==> config.mk <==
export PLATFORM = sky130hd
export DESIGN_NAME = json_string_unescape_utf8
export DESIGN_NICKNAME = d
export VERILOG_FILES = /design/src/sv/jsu_pkg.sv /design/src/sv/jsu_front.sv /design/src/sv/jsu_queue.sv /design/src/sv/jsu_back.sv /design/src/sv/json_string_unescape_utf8.sv
export SDC_FILE = /design/constraint.sdc
export NUM_CORES = 1
export LEC_CHECK = 0
export BUFFER_PORTS_ARGS = -buffer_cell sky130_fd_sc_hd__buf_4
export CORE_MARGIN = 1
export CORE_UTILIZATION = 50
export DETAILED_ROUTE_END_ITERATION = 6
export PLACE_DENSITY = 0.79
export SYNTH_ARGS = -nofsm -noshare
export SYNTH_HDL_FRONTEND = slang
export SYNTH_SLANG_ARGS = --single-unit
==> constraint.sdc <==
create_clock -name i_clk -period 6.75 [get_ports i_clk]
set_input_delay 1.35 -clock i_clk [delete_from_list [all_inputs] [get_ports i_clk]]
set_output_delay 1.35 -clock i_clk [all_outputs]
set_load 0.02 [all_outputs]
==> src/sv/jsu_pkg.sv <==
// ============================================================================
// jsu_pkg: shared types and constants of the JSON string unescape block
// Decode phases, command and result item layouts, character codes, sizes.
// ============================================================================
package jsu_pkg;

    // output buffer limit and length counter width
    localparam int unsigned MaxOutputBytes = 1024;
    localparam int unsigned LenW           = 11;
    localparam logic [LenW-1:0] CapReset   = LenW'(64);

    // command queue between front and back
    localparam int unsigned QDepth = 4;
    localparam int unsigned PtrW   = $clog2(QDepth);

    // status codes
    localparam logic [1:0] ST_RUN = 2'd0;
    localparam logic [1:0] ST_OK  = 2'd1;
    localparam logic [1:0] ST_ERR = 2'd2;

    // character codes
    localparam logic [7:0] CH_QUOTE  = 8'h22;
    localparam logic [7:0] CH_BSLASH = 8'h5C;
    localparam logic [7:0] CH_SLASH  = 8'h2F;
    localparam logic [7:0] CH_B      = 8'h62;
    localparam logic [7:0] CH_F      = 8'h66;
    localparam logic [7:0] CH_N      = 8'h6E;
    localparam logic [7:0] CH_R      = 8'h72;
    localparam logic [7:0] CH_T      = 8'h74;
    localparam logic [7:0] CH_U      = 8'h75;
    localparam logic [7:0] CH_SPACE  = 8'h20;

    // decoder phase
    typedef enum logic [2:0] {
        PH_NORMAL,
        PH_ESC,
        PH_HEX1,
        PH_WANT_BS,
        PH_WANT_U,
        PH_HEX2
    } t_phase;

    // outcome of one input byte
    typedef enum logic [2:0] {
        K_IDLE,
        K_EMIT,
        K_FAIL,
        K_DONE,
        K_HOLD
    } t_kind;

    // command: nbytes 0 means one result without data, carrying status
    typedef struct packed {
        logic [20:0] cp;
        logic [2:0]  nbytes;
        logic [1:0]  status;
    } t_cmd;

    // one result item
    typedef struct packed {
        logic [7:0] data;
        logic       valid;
        logic [1:0] status;
        logic       last;
    } t_item;

endpackage

==> src/sv/jsu_front.sv <==
// ============================================================================
// jsu_front: input side of the JSON string unescape block
// Accepts one body byte per cycle while the command queue has room, runs the escape
// decoder and issues one command per byte: emit a code point, or report idle, success or error.
// ============================================================================
module jsu_front (
    input  logic                     i_clk,
    input  logic                     i_rst_n,
    input  logic                     i_valid,
    output logic                     o_ready,
    input  logic [7:0]               i_in_byte,
    input  logic                     i_first,
    input  logic                     i_cfg_wr_en,
    input  logic [jsu_pkg::LenW-1:0] i_cfg_wr_data,
    output logic                     o_cmd_valid,
    output jsu_pkg::t_cmd            o_cmd,
    input  logic                     i_cmd_ready
);

    // hex digit value, msb flags a valid digit
    function automatic logic [4:0] hex_of(input logic [7:0] c);
        logic [4:0] r;
        r = 5'd0;
        if (c >= 8'h30 && c <= 8'h39) begin
            r = {1'b1, 4'(c - 8'h30)};
        end else if (c >= 8'h61 && c <= 8'h66) begin
            r = {1'b1, 4'(c - 8'h57)};
        end else if (c >= 8'h41 && c <= 8'h46) begin
            r = {1'b1, 4'(c - 8'h37)};
        end
        return r;
    endfunction

    jsu_pkg::t_phase            r_phase, n_phase, e_phase;
    logic [15:0]                r_acc, n_acc, e_acc;
    logic [1:0]                 r_cnt, n_cnt, e_cnt;
    logic [9:0]                 r_hs, n_hs, e_hs;
    logic [jsu_pkg::LenW-1:0]   r_len, n_len, e_len;
    logic [1:0]                 r_end, n_end, e_end;
    logic [jsu_pkg::LenW-1:0]   r_cap;

    logic                       accept;
    logic [4:0]                 hex;
    logic [15:0]                acc_new;
    logic                       v_high, v_low;
    logic [20:0]                cp_join;
    logic [2:0]                 n_bmp;
    logic [jsu_pkg::LenW-1:0]   cap;
    logic [jsu_pkg::LenW:0]     len_sum;
    jsu_pkg::t_kind             kind, kind_pre;
    logic [20:0]                emit_cp;
    logic [2:0]                 emit_n;

    assign accept      = i_valid && i_cmd_ready;
    assign o_ready     = i_cmd_ready;
    assign o_cmd_valid = i_valid;

    // capacity register
    always_ff @(posedge i_clk) begin
        if (!i_rst_n) begin
            r_cap <= jsu_pkg::CapReset;
        end else if (i_cfg_wr_en) begin
            r_cap <= i_cfg_wr_data;
        end
    end

    assign cap = (r_cap > jsu_pkg::LenW'(jsu_pkg::MaxOutputBytes))
               ? jsu_pkg::LenW'(jsu_pkg::MaxOutputBytes) : r_cap;

    // state seen by this byte, start flag clears it
    always_comb begin
        if (i_first) begin
            e_phase = jsu_pkg::PH_NORMAL;
            e_acc   = 16'd0;
            e_cnt   = 2'd0;
            e_hs    = 10'd0;
            e_len   = '0;
            e_end   = jsu_pkg::ST_RUN;
        end else begin
            e_phase = r_phase;
            e_acc   = r_acc;
            e_cnt   = r_cnt;
            e_hs    = r_hs;
            e_len   = r_len;
            e_end   = r_end;
        end
    end

    // hex accumulation and code point forms
    assign hex     = hex_of(i_in_byte);
    assign acc_new = {e_acc[11:0], hex[3:0]};
    assign v_high  = acc_new >= 16'hD800 && acc_new <= 16'hDBFF;
    assign v_low   = acc_new >= 16'hDC00 && acc_new <= 16'hDFFF;
    assign cp_join = 21'h10000 + {1'b0, e_hs, acc_new[9:0]};
    assign n_bmp   = (acc_new <= 16'h007F) ? 3'd1 : (acc_new <= 16'h07FF) ? 3'd2 : 3'd3;

    // classify the byte
    always_comb begin
        kind_pre = jsu_pkg::K_IDLE;
        emit_cp  = {13'd0, i_in_byte};
        emit_n   = 3'd1;
        if (e_end != jsu_pkg::ST_RUN) begin
            kind_pre = jsu_pkg::K_HOLD;
        end else begin
            case (e_phase)
                jsu_pkg::PH_ESC: begin
                    case (i_in_byte)
                        jsu_pkg::CH_QUOTE, jsu_pkg::CH_BSLASH, jsu_pkg::CH_SLASH: begin
                            kind_pre = jsu_pkg::K_EMIT;
                        end
                        jsu_pkg::CH_B: begin
                            kind_pre = jsu_pkg::K_EMIT;
                            emit_cp  = 21'h08;
                        end
                        jsu_pkg::CH_F: begin
                            kind_pre = jsu_pkg::K_EMIT;
                            emit_cp  = 21'h0C;
                        end
                        jsu_pkg::CH_N: begin
                            kind_pre = jsu_pkg::K_EMIT;
                            emit_cp  = 21'h0A;
                        end
                        jsu_pkg::CH_R: begin
                            kind_pre = jsu_pkg::K_EMIT;
                            emit_cp  = 21'h0D;
                        end
                        jsu_pkg::CH_T: begin
                            kind_pre = jsu_pkg::K_EMIT;
                            emit_cp  = 21'h09;
                        end
                        jsu_pkg::CH_U: begin
                            kind_pre = jsu_pkg::K_IDLE;
                        end
                        default: begin
                            kind_pre = jsu_pkg::K_FAIL;
                        end
                    endcase
                end
                jsu_pkg::PH_HEX1: begin
                    emit_cp = {5'd0, acc_new};
                    emit_n  = n_bmp;
                    if (!hex[4]) begin
                        kind_pre = jsu_pkg::K_FAIL;
                    end else if (e_cnt != 2'd3 || v_high) begin
                        kind_pre = jsu_pkg::K_IDLE;
                    end else if (v_low || acc_new == 16'd0) begin
                        kind_pre = jsu_pkg::K_FAIL;
                    end else begin
                        kind_pre = jsu_pkg::K_EMIT;
                    end
                end
                jsu_pkg::PH_HEX2: begin
                    emit_cp = cp_join;
                    emit_n  = 3'd4;
                    if (!hex[4]) begin
                        kind_pre = jsu_pkg::K_FAIL;
                    end else if (e_cnt != 2'd3) begin
                        kind_pre = jsu_pkg::K_IDLE;
                    end else if (!v_low) begin
                        kind_pre = jsu_pkg::K_FAIL;
                    end else begin
                        kind_pre = jsu_pkg::K_EMIT;
                    end
                end
                jsu_pkg::PH_WANT_BS: begin
                    kind_pre = (i_in_byte == jsu_pkg::CH_BSLASH)
                             ? jsu_pkg::K_IDLE : jsu_pkg::K_FAIL;
                end
                jsu_pkg::PH_WANT_U: begin
                    kind_pre = (i_in_byte == jsu_pkg::CH_U)
                             ? jsu_pkg::K_IDLE : jsu_pkg::K_FAIL;
                end
                default: begin
                    if (i_in_byte == jsu_pkg::CH_QUOTE) begin
                        kind_pre = (e_len == '0 || e_len >= cap)
                                 ? jsu_pkg::K_FAIL : jsu_pkg::K_DONE;
                    end else if (i_in_byte < jsu_pkg::CH_SPACE) begin
                        kind_pre = jsu_pkg::K_FAIL;
                    end else if (i_in_byte == jsu_pkg::CH_BSLASH) begin
                        kind_pre = jsu_pkg::K_IDLE;
                    end else begin
                        kind_pre = jsu_pkg::K_EMIT;
                    end
                end
            endcase
        end
    end

    // room check for emitted bytes, one byte kept for the terminator
    assign len_sum = {1'b0, e_len} + (jsu_pkg::LenW+1)'(emit_n);
    assign kind    = (kind_pre == jsu_pkg::K_EMIT && len_sum >= {1'b0, cap})
                   ? jsu_pkg::K_FAIL : kind_pre;

    // next state
    always_comb begin
        n_phase = e_phase;
        n_acc   = e_acc;
        n_cnt   = e_cnt;
        n_hs    = e_hs;
        n_len   = e_len;
        n_end   = e_end;
        case (kind)
            jsu_pkg::K_FAIL: begin
                n_end = jsu_pkg::ST_ERR;
            end
            jsu_pkg::K_DONE: begin
                n_end = jsu_pkg::ST_OK;
            end
            jsu_pkg::K_EMIT: begin
                n_len   = len_sum[jsu_pkg::LenW-1:0];
                n_phase = jsu_pkg::PH_NORMAL;
                n_cnt   = 2'd0;
            end
            jsu_pkg::K_IDLE: begin
                case (e_phase)
                    jsu_pkg::PH_ESC: begin
                        n_phase = jsu_pkg::PH_HEX1;
                        n_acc   = 16'd0;
                        n_cnt   = 2'd0;
                    end
                    jsu_pkg::PH_HEX1, jsu_pkg::PH_HEX2: begin
                        n_acc = acc_new;
                        if (e_cnt != 2'd3) begin
                            n_cnt = e_cnt + 2'd1;
                        end else begin
                            // high surrogate, wait for its partner
                            n_cnt   = 2'd0;
                            n_hs    = acc_new[9:0];
                            n_phase = jsu_pkg::PH_WANT_BS;
                        end
                    end
                    jsu_pkg::PH_WANT_BS: begin
                        n_phase = jsu_pkg::PH_WANT_U;
                    end
                    jsu_pkg::PH_WANT_U: begin
                        n_phase = jsu_pkg::PH_HEX2;
                        n_acc   = 16'd0;
                        n_cnt   = 2'd0;
                    end
                    default: begin
                        n_phase = jsu_pkg::PH_ESC;
                    end
                endcase
            end
            default: begin
            end
        endcase
    end

    // command for the back end
    always_comb begin
        o_cmd = '0;
        case (kind)
            jsu_pkg::K_EMIT: begin
                o_cmd.cp     = emit_cp;
                o_cmd.nbytes = emit_n;
                o_cmd.status = jsu_pkg::ST_RUN;
            end
            jsu_pkg::K_FAIL: begin
                o_cmd.status = jsu_pkg::ST_ERR;
            end
            jsu_pkg::K_DONE: begin
                o_cmd.status = jsu_pkg::ST_OK;
            end
            jsu_pkg::K_HOLD: begin
                o_cmd.status = e_end;
            end
            default: begin
                o_cmd.status = jsu_pkg::ST_RUN;
            end
        endcase
    end

    // decoder state registers
    always_ff @(posedge i_clk) begin
        if (!i_rst_n) begin
            r_phase <= jsu_pkg::PH_NORMAL;
            r_acc   <= 16'd0;
            r_cnt   <= 2'd0;
            r_hs    <= 10'd0;
            r_len   <= '0;
            r_end   <= jsu_pkg::ST_RUN;
        end else if (accept) begin
            r_phase <= n_phase;
            r_acc   <= n_acc;
            r_cnt   <= n_cnt;
            r_hs    <= n_hs;
            r_len   <= n_len;
            r_end   <= n_end;
        end
    end

endmodule

==> src/sv/jsu_queue.sv <==
// ============================================================================
// jsu_queue: command queue between decoder front and output back end
// Small circular buffer of commands; lets each side stall on its own.
// ============================================================================
module jsu_queue (
    input  logic          i_clk,
    input  logic          i_rst_n,
    input  logic          i_push,
    input  jsu_pkg::t_cmd i_data,
    output logic          o_not_full,
    input  logic          i_pop,
    output logic          o_not_empty,
    output jsu_pkg::t_cmd o_head
);

    jsu_pkg::t_cmd                r_mem [jsu_pkg::QDepth];
    logic [jsu_pkg::PtrW-1:0]     r_wr_ptr, r_rd_ptr;
    logic [jsu_pkg::PtrW:0]       r_count;
    logic                         do_push, do_pop;

    assign o_not_full  = r_count != (jsu_pkg::PtrW+1)'(jsu_pkg::QDepth);
    assign o_not_empty = r_count != '0;
    assign o_head      = r_mem[r_rd_ptr];
    assign do_push     = i_push && o_not_full;
    assign do_pop      = i_pop && o_not_empty;

    // entry storage
    always_ff @(posedge i_clk) begin
        if (do_push) begin
            r_mem[r_wr_ptr] <= i_data;
        end
    end

    // pointers and fill count
    always_ff @(posedge i_clk) begin
        if (!i_rst_n) begin
            r_wr_ptr <= '0;
            r_rd_ptr <= '0;
            r_count  <= '0;
        end else begin
            if (do_push) begin
                r_wr_ptr <= r_wr_ptr + 1'b1;
            end
            if (do_pop) begin
                r_rd_ptr <= r_rd_ptr + 1'b1;
            end
            if (do_push && !do_pop) begin
                r_count <= r_count + 1'b1;
            end else if (do_pop && !do_push) begin
                r_count <= r_count - 1'b1;
            end
        end
    end

endmodule

==> src/sv/jsu_back.sv <==
// ============================================================================
// jsu_back: output side of the JSON string unescape block
// Expands each command into one to four result items, UTF-8 encoding code
// points, and presents them through a registered output stage.
// ============================================================================
module jsu_back (
    input  logic          i_clk,
    input  logic          i_rst_n,
    input  logic          i_cmd_avail,
    input  jsu_pkg::t_cmd i_cmd,
    output logic          o_cmd_pop,
    output logic          o_valid,
    input  logic          i_ready,
    output jsu_pkg::t_item o_item
);

    // result item k of a command
    function automatic jsu_pkg::t_item item_of(input jsu_pkg::t_cmd cmd, input logic [1:0] k);
        jsu_pkg::t_item it;
        logic [1:0]     top_k;
        it.data   = 8'h00;
        it.valid  = 1'b0;
        it.status = cmd.status;
        top_k     = (cmd.nbytes == 3'd0) ? 2'd0 : 2'(cmd.nbytes - 3'd1);
        it.last   = (k == top_k);
        if (cmd.nbytes != 3'd0) begin
            it.valid = 1'b1;
            case (cmd.nbytes)
                3'd1: begin
                    it.data = cmd.cp[7:0];
                end
                3'd2: begin
                    it.data = (k == 2'd0) ? {3'b110, cmd.cp[10:6]} : {2'b10, cmd.cp[5:0]};
                end
                3'd3: begin
                    case (k)
                        2'd0:    it.data = {4'b1110, cmd.cp[15:12]};
                        2'd1:    it.data = {2'b10, cmd.cp[11:6]};
                        default: it.data = {2'b10, cmd.cp[5:0]};
                    endcase
                end
                default: begin
                    case (k)
                        2'd0:    it.data = {5'b11110, cmd.cp[20:18]};
                        2'd1:    it.data = {2'b10, cmd.cp[17:12]};
                        2'd2:    it.data = {2'b10, cmd.cp[11:6]};
                        default: it.data = {2'b10, cmd.cp[5:0]};
                    endcase
                end
            endcase
        end
        return it;
    endfunction

    jsu_pkg::t_cmd  r_cur;
    logic           r_cur_valid;
    logic [1:0]     r_idx;
    jsu_pkg::t_item r_out;
    logic           r_out_valid;

    logic           load;
    jsu_pkg::t_item cur_item, head_item;

    assign load      = !r_out_valid || i_ready;
    assign cur_item  = item_of(r_cur, r_idx);
    assign head_item = item_of(i_cmd, 2'd0);
    assign o_cmd_pop = load && !r_cur_valid && i_cmd_avail;
    assign o_valid   = r_out_valid;
    assign o_item    = r_out;

    // output register, payload
    always_ff @(posedge i_clk) begin
        if (load) begin
            r_out <= r_cur_valid ? cur_item : head_item;
        end
        if (o_cmd_pop) begin
            r_cur <= i_cmd;
        end
    end

    // sequencing of multi-byte commands
    always_ff @(posedge i_clk) begin
        if (!i_rst_n) begin
            r_cur_valid <= 1'b0;
            r_idx       <= 2'd0;
            r_out_valid <= 1'b0;
        end else if (load) begin
            r_out_valid <= r_cur_valid || i_cmd_avail;
            if (r_cur_valid) begin
                if (cur_item.last) begin
                    r_cur_valid <= 1'b0;
                end else begin
                    r_idx <= r_idx + 2'd1;
                end
            end else if (i_cmd_avail && !head_item.last) begin
                r_cur_valid <= 1'b1;
                r_idx       <= 2'd1;
            end
        end
    end

endmodule

==> src/sv/json_string_unescape_utf8.sv <==
// ============================================================================
// json_string_unescape_utf8: JSON string body decoder to UTF-8
// Unescapes string body bytes, joins surrogate pairs and encodes UTF-8.
// ============================================================================
// Usage:
//   Input channel (i_valid/o_ready): one body byte per transfer, starting
//   after the opening quote; i_first marks the first byte of a new string
//   and clears the decoder state before that byte is decoded.
//   Output channel (o_valid/i_ready): one to four result transfers per
//   input byte; o_last marks the final one. o_out_valid flags a data byte,
//   o_status reports in progress, finished ok or error.
//   Config: i_cfg_wr_en writes the output capacity (reset value 64); the
//   user must write it only while the block is idle, which no logic checks.
//   Throughput: one input byte per cycle while the queue has room; output
//   runs at one result per cycle while i_ready is high. A \u escape gives
//   one result per byte plus up to three more (fifteen results for a
//   twelve-byte surrogate pair), so long runs of them throttle the input
//   through o_ready. Each byte is decoded in its transfer cycle into a
//   four-entry command queue; its first result then moves from the queue
//   into the output register. When the receiver stalls, the queue fills
//   and o_ready falls after four pending commands.
//   Reset: queue and output stage empty, decoder in normal text, capacity 64.
// ============================================================================
module json_string_unescape_utf8 (
    input  logic                     i_clk,
    input  logic                     i_rst_n,
    input  logic                     i_valid,
    output logic                     o_ready,
    input  logic [7:0]               i_in_byte,
    input  logic                     i_first,
    output logic                     o_valid,
    input  logic                     i_ready,
    output logic [7:0]               o_out_byte,
    output logic                     o_out_valid,
    output logic [1:0]               o_status,
    output logic                     o_last,
    input  logic                     i_cfg_wr_en,
    input  logic [jsu_pkg::LenW-1:0] i_cfg_wr_data
);

    jsu_pkg::t_cmd  cmd, head;
    logic           cmd_valid, q_ready, q_avail, q_pop;
    jsu_pkg::t_item item;

    // decoder front
    jsu_front u_front (
        .i_clk         (i_clk),
        .i_rst_n       (i_rst_n),
        .i_valid       (i_valid),
        .o_ready       (o_ready),
        .i_in_byte     (i_in_byte),
        .i_first       (i_first),
        .i_cfg_wr_en   (i_cfg_wr_en),
        .i_cfg_wr_data (i_cfg_wr_data),
        .o_cmd_valid   (cmd_valid),
        .o_cmd         (cmd),
        .i_cmd_ready   (q_ready)
    );

    // command queue
    jsu_queue u_queue (
        .i_clk       (i_clk),
        .i_rst_n     (i_rst_n),
        .i_push      (cmd_valid),
        .i_data      (cmd),
        .o_not_full  (q_ready),
        .i_pop       (q_pop),
        .o_not_empty (q_avail),
        .o_head      (head)
    );

    // output back end
    jsu_back u_back (
        .i_clk       (i_clk),
        .i_rst_n     (i_rst_n),
        .i_cmd_avail (q_avail),
        .i_cmd       (head),
        .o_cmd_pop   (q_pop),
        .o_valid     (o_valid),
        .i_ready     (i_ready),
        .o_item      (item)
    );

    assign o_out_byte  = item.data;
    assign o_out_valid = item.valid;
    assign o_status    = item.status;
    assign o_last      = item.last;

    // data bytes are only reported while the string is in progress
    a_data_running: assert property (@(posedge i_clk) disable iff (!i_rst_n)
        o_valid && o_out_valid |-> o_status == jsu_pkg::ST_RUN)
        else $error("data byte with end status");

    // an end status is a single result without data
    a_end_single: assert property (@(posedge i_clk) disable iff (!i_rst_n)
        o_valid && o_status != jsu_pkg::ST_RUN |-> o_last && !o_out_valid)
        else $error("end status not a lone last result");

    // results without data carry a zero byte and are last
    a_nodata_zero: assert property (@(posedge i_clk) disable iff (!i_rst_n)
        o_valid && !o_out_valid |-> o_out_byte == 8'h00 && o_last)
        else $error("non-data result with byte or not last");

endmodule

# [Word level (Yosys, flattened, before mapping)]
# Memory sizes are Yosys's and may differ from the RTL's. A register that Yosys moved wholly into a read port is not among the register bits.
# Index checks and enable logic that the tools add are counted.
[op_classes] reduce_logical=40 order_cmp=16 eq_ne=31 n_addsub=13 n_mux=70
[op_table] cell="21-bit case mux with 3 select lines" count=1
[op_table] cell="8-bit by 7-bit == test with 1-bit output, second input constant" count=7
[op_table] cell="8-bit case mux with 3 select lines" count=2
[op_table] cell="3-bit two-way mux" count=14
[op_table] cell="10-bit two-way mux" count=4
[op_table] cell="8-bit case mux with 5 select lines" count=1
[op_table] cell="11-bit two-way mux" count=3
[op_table] cell="16-bit greater-or-equal comparator, second input constant" count=2
[op_table] cell="16-bit <= comparator, second input constant" count=2
[op_table] cell="16-bit two-way mux" count=2
[op_table] cell="16-bit case mux with 2 select lines" count=1
[op_table] cell="2-bit two-way mux" count=14
[op_table] cell="3-bit by 2-bit == test with 1-bit output, second input constant" count=8
[op_table] cell="24-bit two-way mux" count=1
[op_table] cell="17-bit by 20-bit adder with 21-bit output, first input constant" count=1
[op_table] cell="21-bit two-way mux" count=1
[op_table] cell="7-bit case mux with 3 select lines" count=1
[op_table] cell="9-bit two-way mux" count=2
[op_table] cell="8-bit by 6-bit == test with 1-bit output, second input constant" count=2
[op_table] cell="8-bit by 7-bit greater-or-equal comparator with 1-bit output, second input constant" count=2
[op_table] cell="16-bit by 11-bit <= comparator with 1-bit output, second input constant" count=1
[op_table] cell="16-bit by 7-bit <= comparator with 1-bit output, second input constant" count=1
[op_table] cell="8-bit by 7-bit <= comparator with 1-bit output, second input constant" count=2
[op_table] cell="16-bit logical NOT" count=1
[op_table] cell="41 further kinds" count=94
[word_totals] out_inout_bits=14 wordCells=191 inputBits=25 mem_count=1 ramBits=104 register_bits=104
[mem_list] memory="u_queue.r_mem" words=4 word_bits=26 read_ports=1 rd_clocked_by_memory_dff=1 wr=1 line="jsu_queue.sv:16" rtl="jsu_pkg::t_cmd r_mem [jsu_pkg::QDepth];"

# [Logic depth before layout (Yosys ltp)]
[logic_depth] ltp_word=18 ltp_mapped=22 depth_no_buf=20

# [Modules after synthesis]
# From an unflattened synthesis, not the netlist that was laid out.
[hier_totals] hier_cells=919 area_unflattened_um2=10933.0
[modules_own_cells] module="jsu_front" cells_per_inst=538 instances=1 area_each_um2=4398.0 seq_area_each_um2=1021.0
[modules_own_cells] module="jsu_queue" cells_per_inst=184 instances=1 area_each_um2=4292.9 seq_area_each_um2=3303.2
[modules_own_cells] module="jsu_back" cells_per_inst=197 instances=1 area_each_um2=2242.2 seq_area_each_um2=1221.2

# [Least setup slack after synthesis]
# Ideal clock, no wire load.
[synth_path] kind="in2reg" from="input port i_first" to="memory u_queue.r_mem[0][8] in the netlist's numbering (data pin)" t_arrival_ns=5.606 setup_slack_ns=0.927 stages=21 setup_time_ns=0.217 t_required_ns=6.533 path_cell_list="buf_2 buf_1 clkbuf_1 a21oi_1 o31ai_1 nand2_1 ha_1 fa_1 a21oi_1 and4b_1 and3_1 nand3_1 xor2_1 nor2_1 ha_1 a21oi_1 o211a_1 nor2b_1 clkbuf_1 nand2_1 a211oi_1"
[synth_lines] element="from (decl)" line="json_string_unescape_utf8.sv:30" rtl="input logic i_first,"
[synth_lines] element="to (decl)" line="jsu_queue.sv:16"

==> flow_summary_export.csv <==
group,metric,value,unit
die,initial_core_util,51.1,%
clocking,cts_resized,0,
sta,finClkSkew,0.0140,ns
die,rows,52,
sta,worst_pin_slew,1.07,ns
critical_path,cp-start-kind,"input pin",
placed_design,port_buffers,38,
cells_and_area,syn_to_final_growth,11.8,%
clocking,cts.sinks,206,
die,pin_count,39,
cells_and_area,nNetsFinal,973,
sta,max-slew-margin-rel,27.8,%
power,power.total,3950,uW
clocking,h-tree-depth,1,
synth,syn_inst,874,
die,die_h,146,um
critical_path,cp-end-kind,"flop",
critical_path,critical_path_class,"input pin to flop",
clocking,postCtsHoldBufs,0,
global_routing,grt_pass1_wl,36700,um
synth,synth_nets,942,
synth,synth_flop_cell,"edfxtp_1",
critical_path,path_cells,"buf_4, a21oi_1, o31ai_1, nand2_1, ha_1, fa_1, a21oi_1, and4b_1, and3_1, nand3_1, xor2_1, nor2_1, ha_1, a21oi_1, o211a_1, nor2b_1, buf_4, nand3_1, nor3_1",
worst_hold_path,hp-class,"flop to flop",
sta,final.setup.worst_slack,1.09,ns
power,p_leak,0.00420,uW
power,power_density,341,nW/um^2
detailed_routing,ant_nets,0,
sta,period_needed,5.66,ns
power,switching_share,31.1,%
critical_path,cp.required,7.00,ns
detailed_routing,avgRoutedWirePerCell,19.1,um
die,dieWidth,146,um
sta,hold_violations,0,
cells_and_area,stdcell_count,1191,
synth,yosysTopAreaCell,"edfxtp_1",
detailed_routing,drc,0,
global_routing,grt_max_degree,42,
detailed_routing,vias,7328,
sta,slew_viol_final,0,
cells_and_area,drive_above_1_share,14.7,%
clocking,cts-root-buf,"clkbuf_16",
synth,syn_avg_cell_area,11.8,sq um
critical_path,critPathMaxFanout,41,
sta,rsz0062_at_grt,"no",
die,coreArea,20200,sq um
clocking,cts_buffer_depth,3,
synth,synthTopCellsByArea,"edfxtp_1 (41%), dfxtp_1 (12%), mux4_2 (5.7%)",
detailed_routing,wl,22700,um
clocking,clkLatencyLatePin,0.51,ns
power,clock_power_share,28.4,%
global_routing,overflow,0,
critical_path,slowest_delay,0.47,ns
power,pwr-share-seq,45.1,%
critical_path,crit_path_frequent_cell,"a21oi_1",
placed_design,pre_cts_ws,0.702,ns
detailed_routing,first_pass_iters,5,
clocking,cts.clk_slew.worst_paths,0.06,ns
placed_design,dp.cells,1151,
synth,synth_top_area_share,41.2,%
clocking,cts_buffers,22,
synth,yosysWarnings,0,
placed_design,place_congestion,0.896,
critical_path,rrSetupSlack,1.69,ns
synth,synth_edf_count,142,
power,p_comb_share,26.5,%
power,internal_power,2720,uW
sta,max_freq,0.177,GHz
placed_design,placed_area,10900,sq um
synth,ys_seq_area_share,53.6,%
sta,period_share,83.8,%
detailed_routing,post_drt_via_cell_ratio,6.15,
detailed_routing,drt_iter0_drc,786,
synth,yosysUniqueCellTypes,81,
critical_path,crit_arrival,5.91,ns
sta,tns,0,ns
power,peakVddDrop,0.199,mV
power,power_switching,1230,uW
synth,netlist_area,10300,sq um
synth,ys_seq_elements,206,
global_routing,grt_pass1_vias,6979,
clocking,cts_tree,"built",
cells_and_area,design_area,11600,sq um
global_routing,grt_util_all_layers,21.5,%
die,die_area,21300,sq um
run_status,status,"finished clean",
synth,async_flop_share,0,%
clocking,post_cts_buffers,0,
job,cap_violations,0,
placed_design,hpwl,15500,um
global_routing,antenna_found_initial,0,
cells_and_area,n_antenna_cell,0,
sta,setup_viol,0,
critical_path,crit_slowest_cell,"nor3_1",
==> per-stage QoR <==
| stage | hold WS (ns) | util [%] |
|---|---|---|
| floorplan | 0.433 | - |
| global placement | 0.447 | 53.9 |
| detailed placement | 0.455 | 53.9 |
| CTS | 0.463 | 57.2 |
| global route | 0.493 | 57.2 |
| finish | 0.468 | 57.2 |
==> Yosys cell counts, types with 10 or more instances <==
cell       instances
nor3_1            17
o21ai_0           19
nor2_1            78
mux2i_1           18
nand2b_1          10
nand2_1           58
edfxtp_1         142
and3_1            14
o31ai_1           10
ha_1              41
nand4_1           12
a21oi_1           35
mux4_2            26
nor2b_1           25
a31oi_1           13
xor2_1            10
o2bb2ai_1         10
a32o_1            13
dfxtp_1           64
nand3_1           16
buf_2             11
clkbuf_1          31
inv_1             29
a22o_1            13
a22oi_1           16
a211oi_1          12
==> metal layers <==
| metal | global-route usage, % | wire, um | up-vias | share of wire [%] |
|---|---|---|---|---|
| li1 | - | - | 3441 | - |
| met1 | 29.7 | 10100 | 3552 | 44 |
| met2 | 35.0 | 10600 | 287 | 47 |
| met3 | 3.29 | 1430 | 48 | 6.3 |
| met4 | 6.16 | 591 | 0 | 2.6 |
| met5 | 0 | 0 | - | 0 |
==> flip-flops by register name (all words and copies together), names as in the netlist, named ones only <==
register	flops
u_queue.r_wr_ptr	2
u_front.r_cap	11
u_front.r_hs	10
u_queue.r_count	3
u_back.r_idx	2
u_front.r_cnt	2
u_back.r_cur_valid	1
u_back.r_cur	24
u_back.o_valid	1
u_front.r_end	2
u_queue.r_rd_ptr	2
u_front.r_len	11
u_front.r_phase	3
u_front.r_acc	12
u_back.cur_item	2
u_queue.r_mem	104
u_back.o_item	12
==> logic make-up (layout without fill, tap and decap cells) <==
| logic type | after synthesis | count (layout) | synth area share [%] |
|---|---|---|---|
| AOI/OAI and AO/OA | 212 | 212 | 15.4 |
| xor gates and xnor gates | 14 | 14 | 1.19 |
| adders and majority gates | 43 | 43 | 5.35 |
| buffers and inverters | 77 | 124 | 2.93 |
| DFF | 206 | 206 | 53.6 |
| muxes | 51 | 51 | 8.16 |
| and+or+nand+nor | 271 | 271 | 13.4 |
==> cells in the final DEF (no fill, tap or decap), types with 6 or more instances in the layout <==
master	Yosys	final
dfxtp_1	64	63
inv_1	29	29
a21o_1	7	7
o21ai_0	19	19
nor3_1	17	16
a32o_1	13	13
a211oi_1	12	12
mux2_2	7	7
mux2i_1	18	18
nor2_1	78	78
and2_1	7	7
nand4_1	12	12
ha_1	41	41
nor4_1	6	6
mux4_2	26	26
a31oi_1	13	13
nand2b_1	10	10
nand3_1	16	16
nor2b_1	25	25
o31ai_1	10	10
a21oi_1	35	35
xor2_1	10	10
clkbuf_16	0	22
nand2_1	58	58
o2bb2ai_1	10	10
a22o_1	13	13
and3_1	14	14
buf_4	0	53
a22oi_1	16	16
clkbuf_1	31	7
edfxtp_1	142	142
==> final cells by class <==
class                   instances  area, sq um
fillers                      1593         8670
flip-flops and latches        206         5550
multi-input cells             591         4500
clock buffers                  32          618
repair buffers                 53          398
well taps                     270          338
inverters                      31          116
clock inverters                 8         51.3
==> power by group through the flow <==
| stage | Clock, uW | Combinational [uW] | Sequential, uW |
|---|---|---|---|
| after floorplan | 0 | 744 | 1790 |
| after global placement | 0 | 1020 | 1800 |
| after detailed placement | 0 | 1030 | 1800 |
| after CTS | 1130 | 1040 | 1780 |
| after global routing | 1180 | 1140 | 1800 |
| final | 1120 | 1050 | 1780 |
==> worst max-delay path, delay by kind of cell <==
family	cells	cell delay, ns
compound gates	5	1.11
buf+inv	2	0.59
xor+xnor	1	0.16
simple gates	8	1.72
fa+ha+maj	3	0.95
==> path summary, 6_finish.rpt <==
kind	from	endpoint	depth (start not counted)
max	i_first	u_queue.r_mem[2][24]	19
min	u_front.r_cnt[1]	u_front.r_cnt[1]	2
max reg2reg	u_front.r_acc[7]	u_queue.r_mem[2][24]	19
min reg2reg	u_front.r_cnt[1]	u_front.r_cnt[1]	2
No activity file was read; power rests on OpenSTA's default activity.
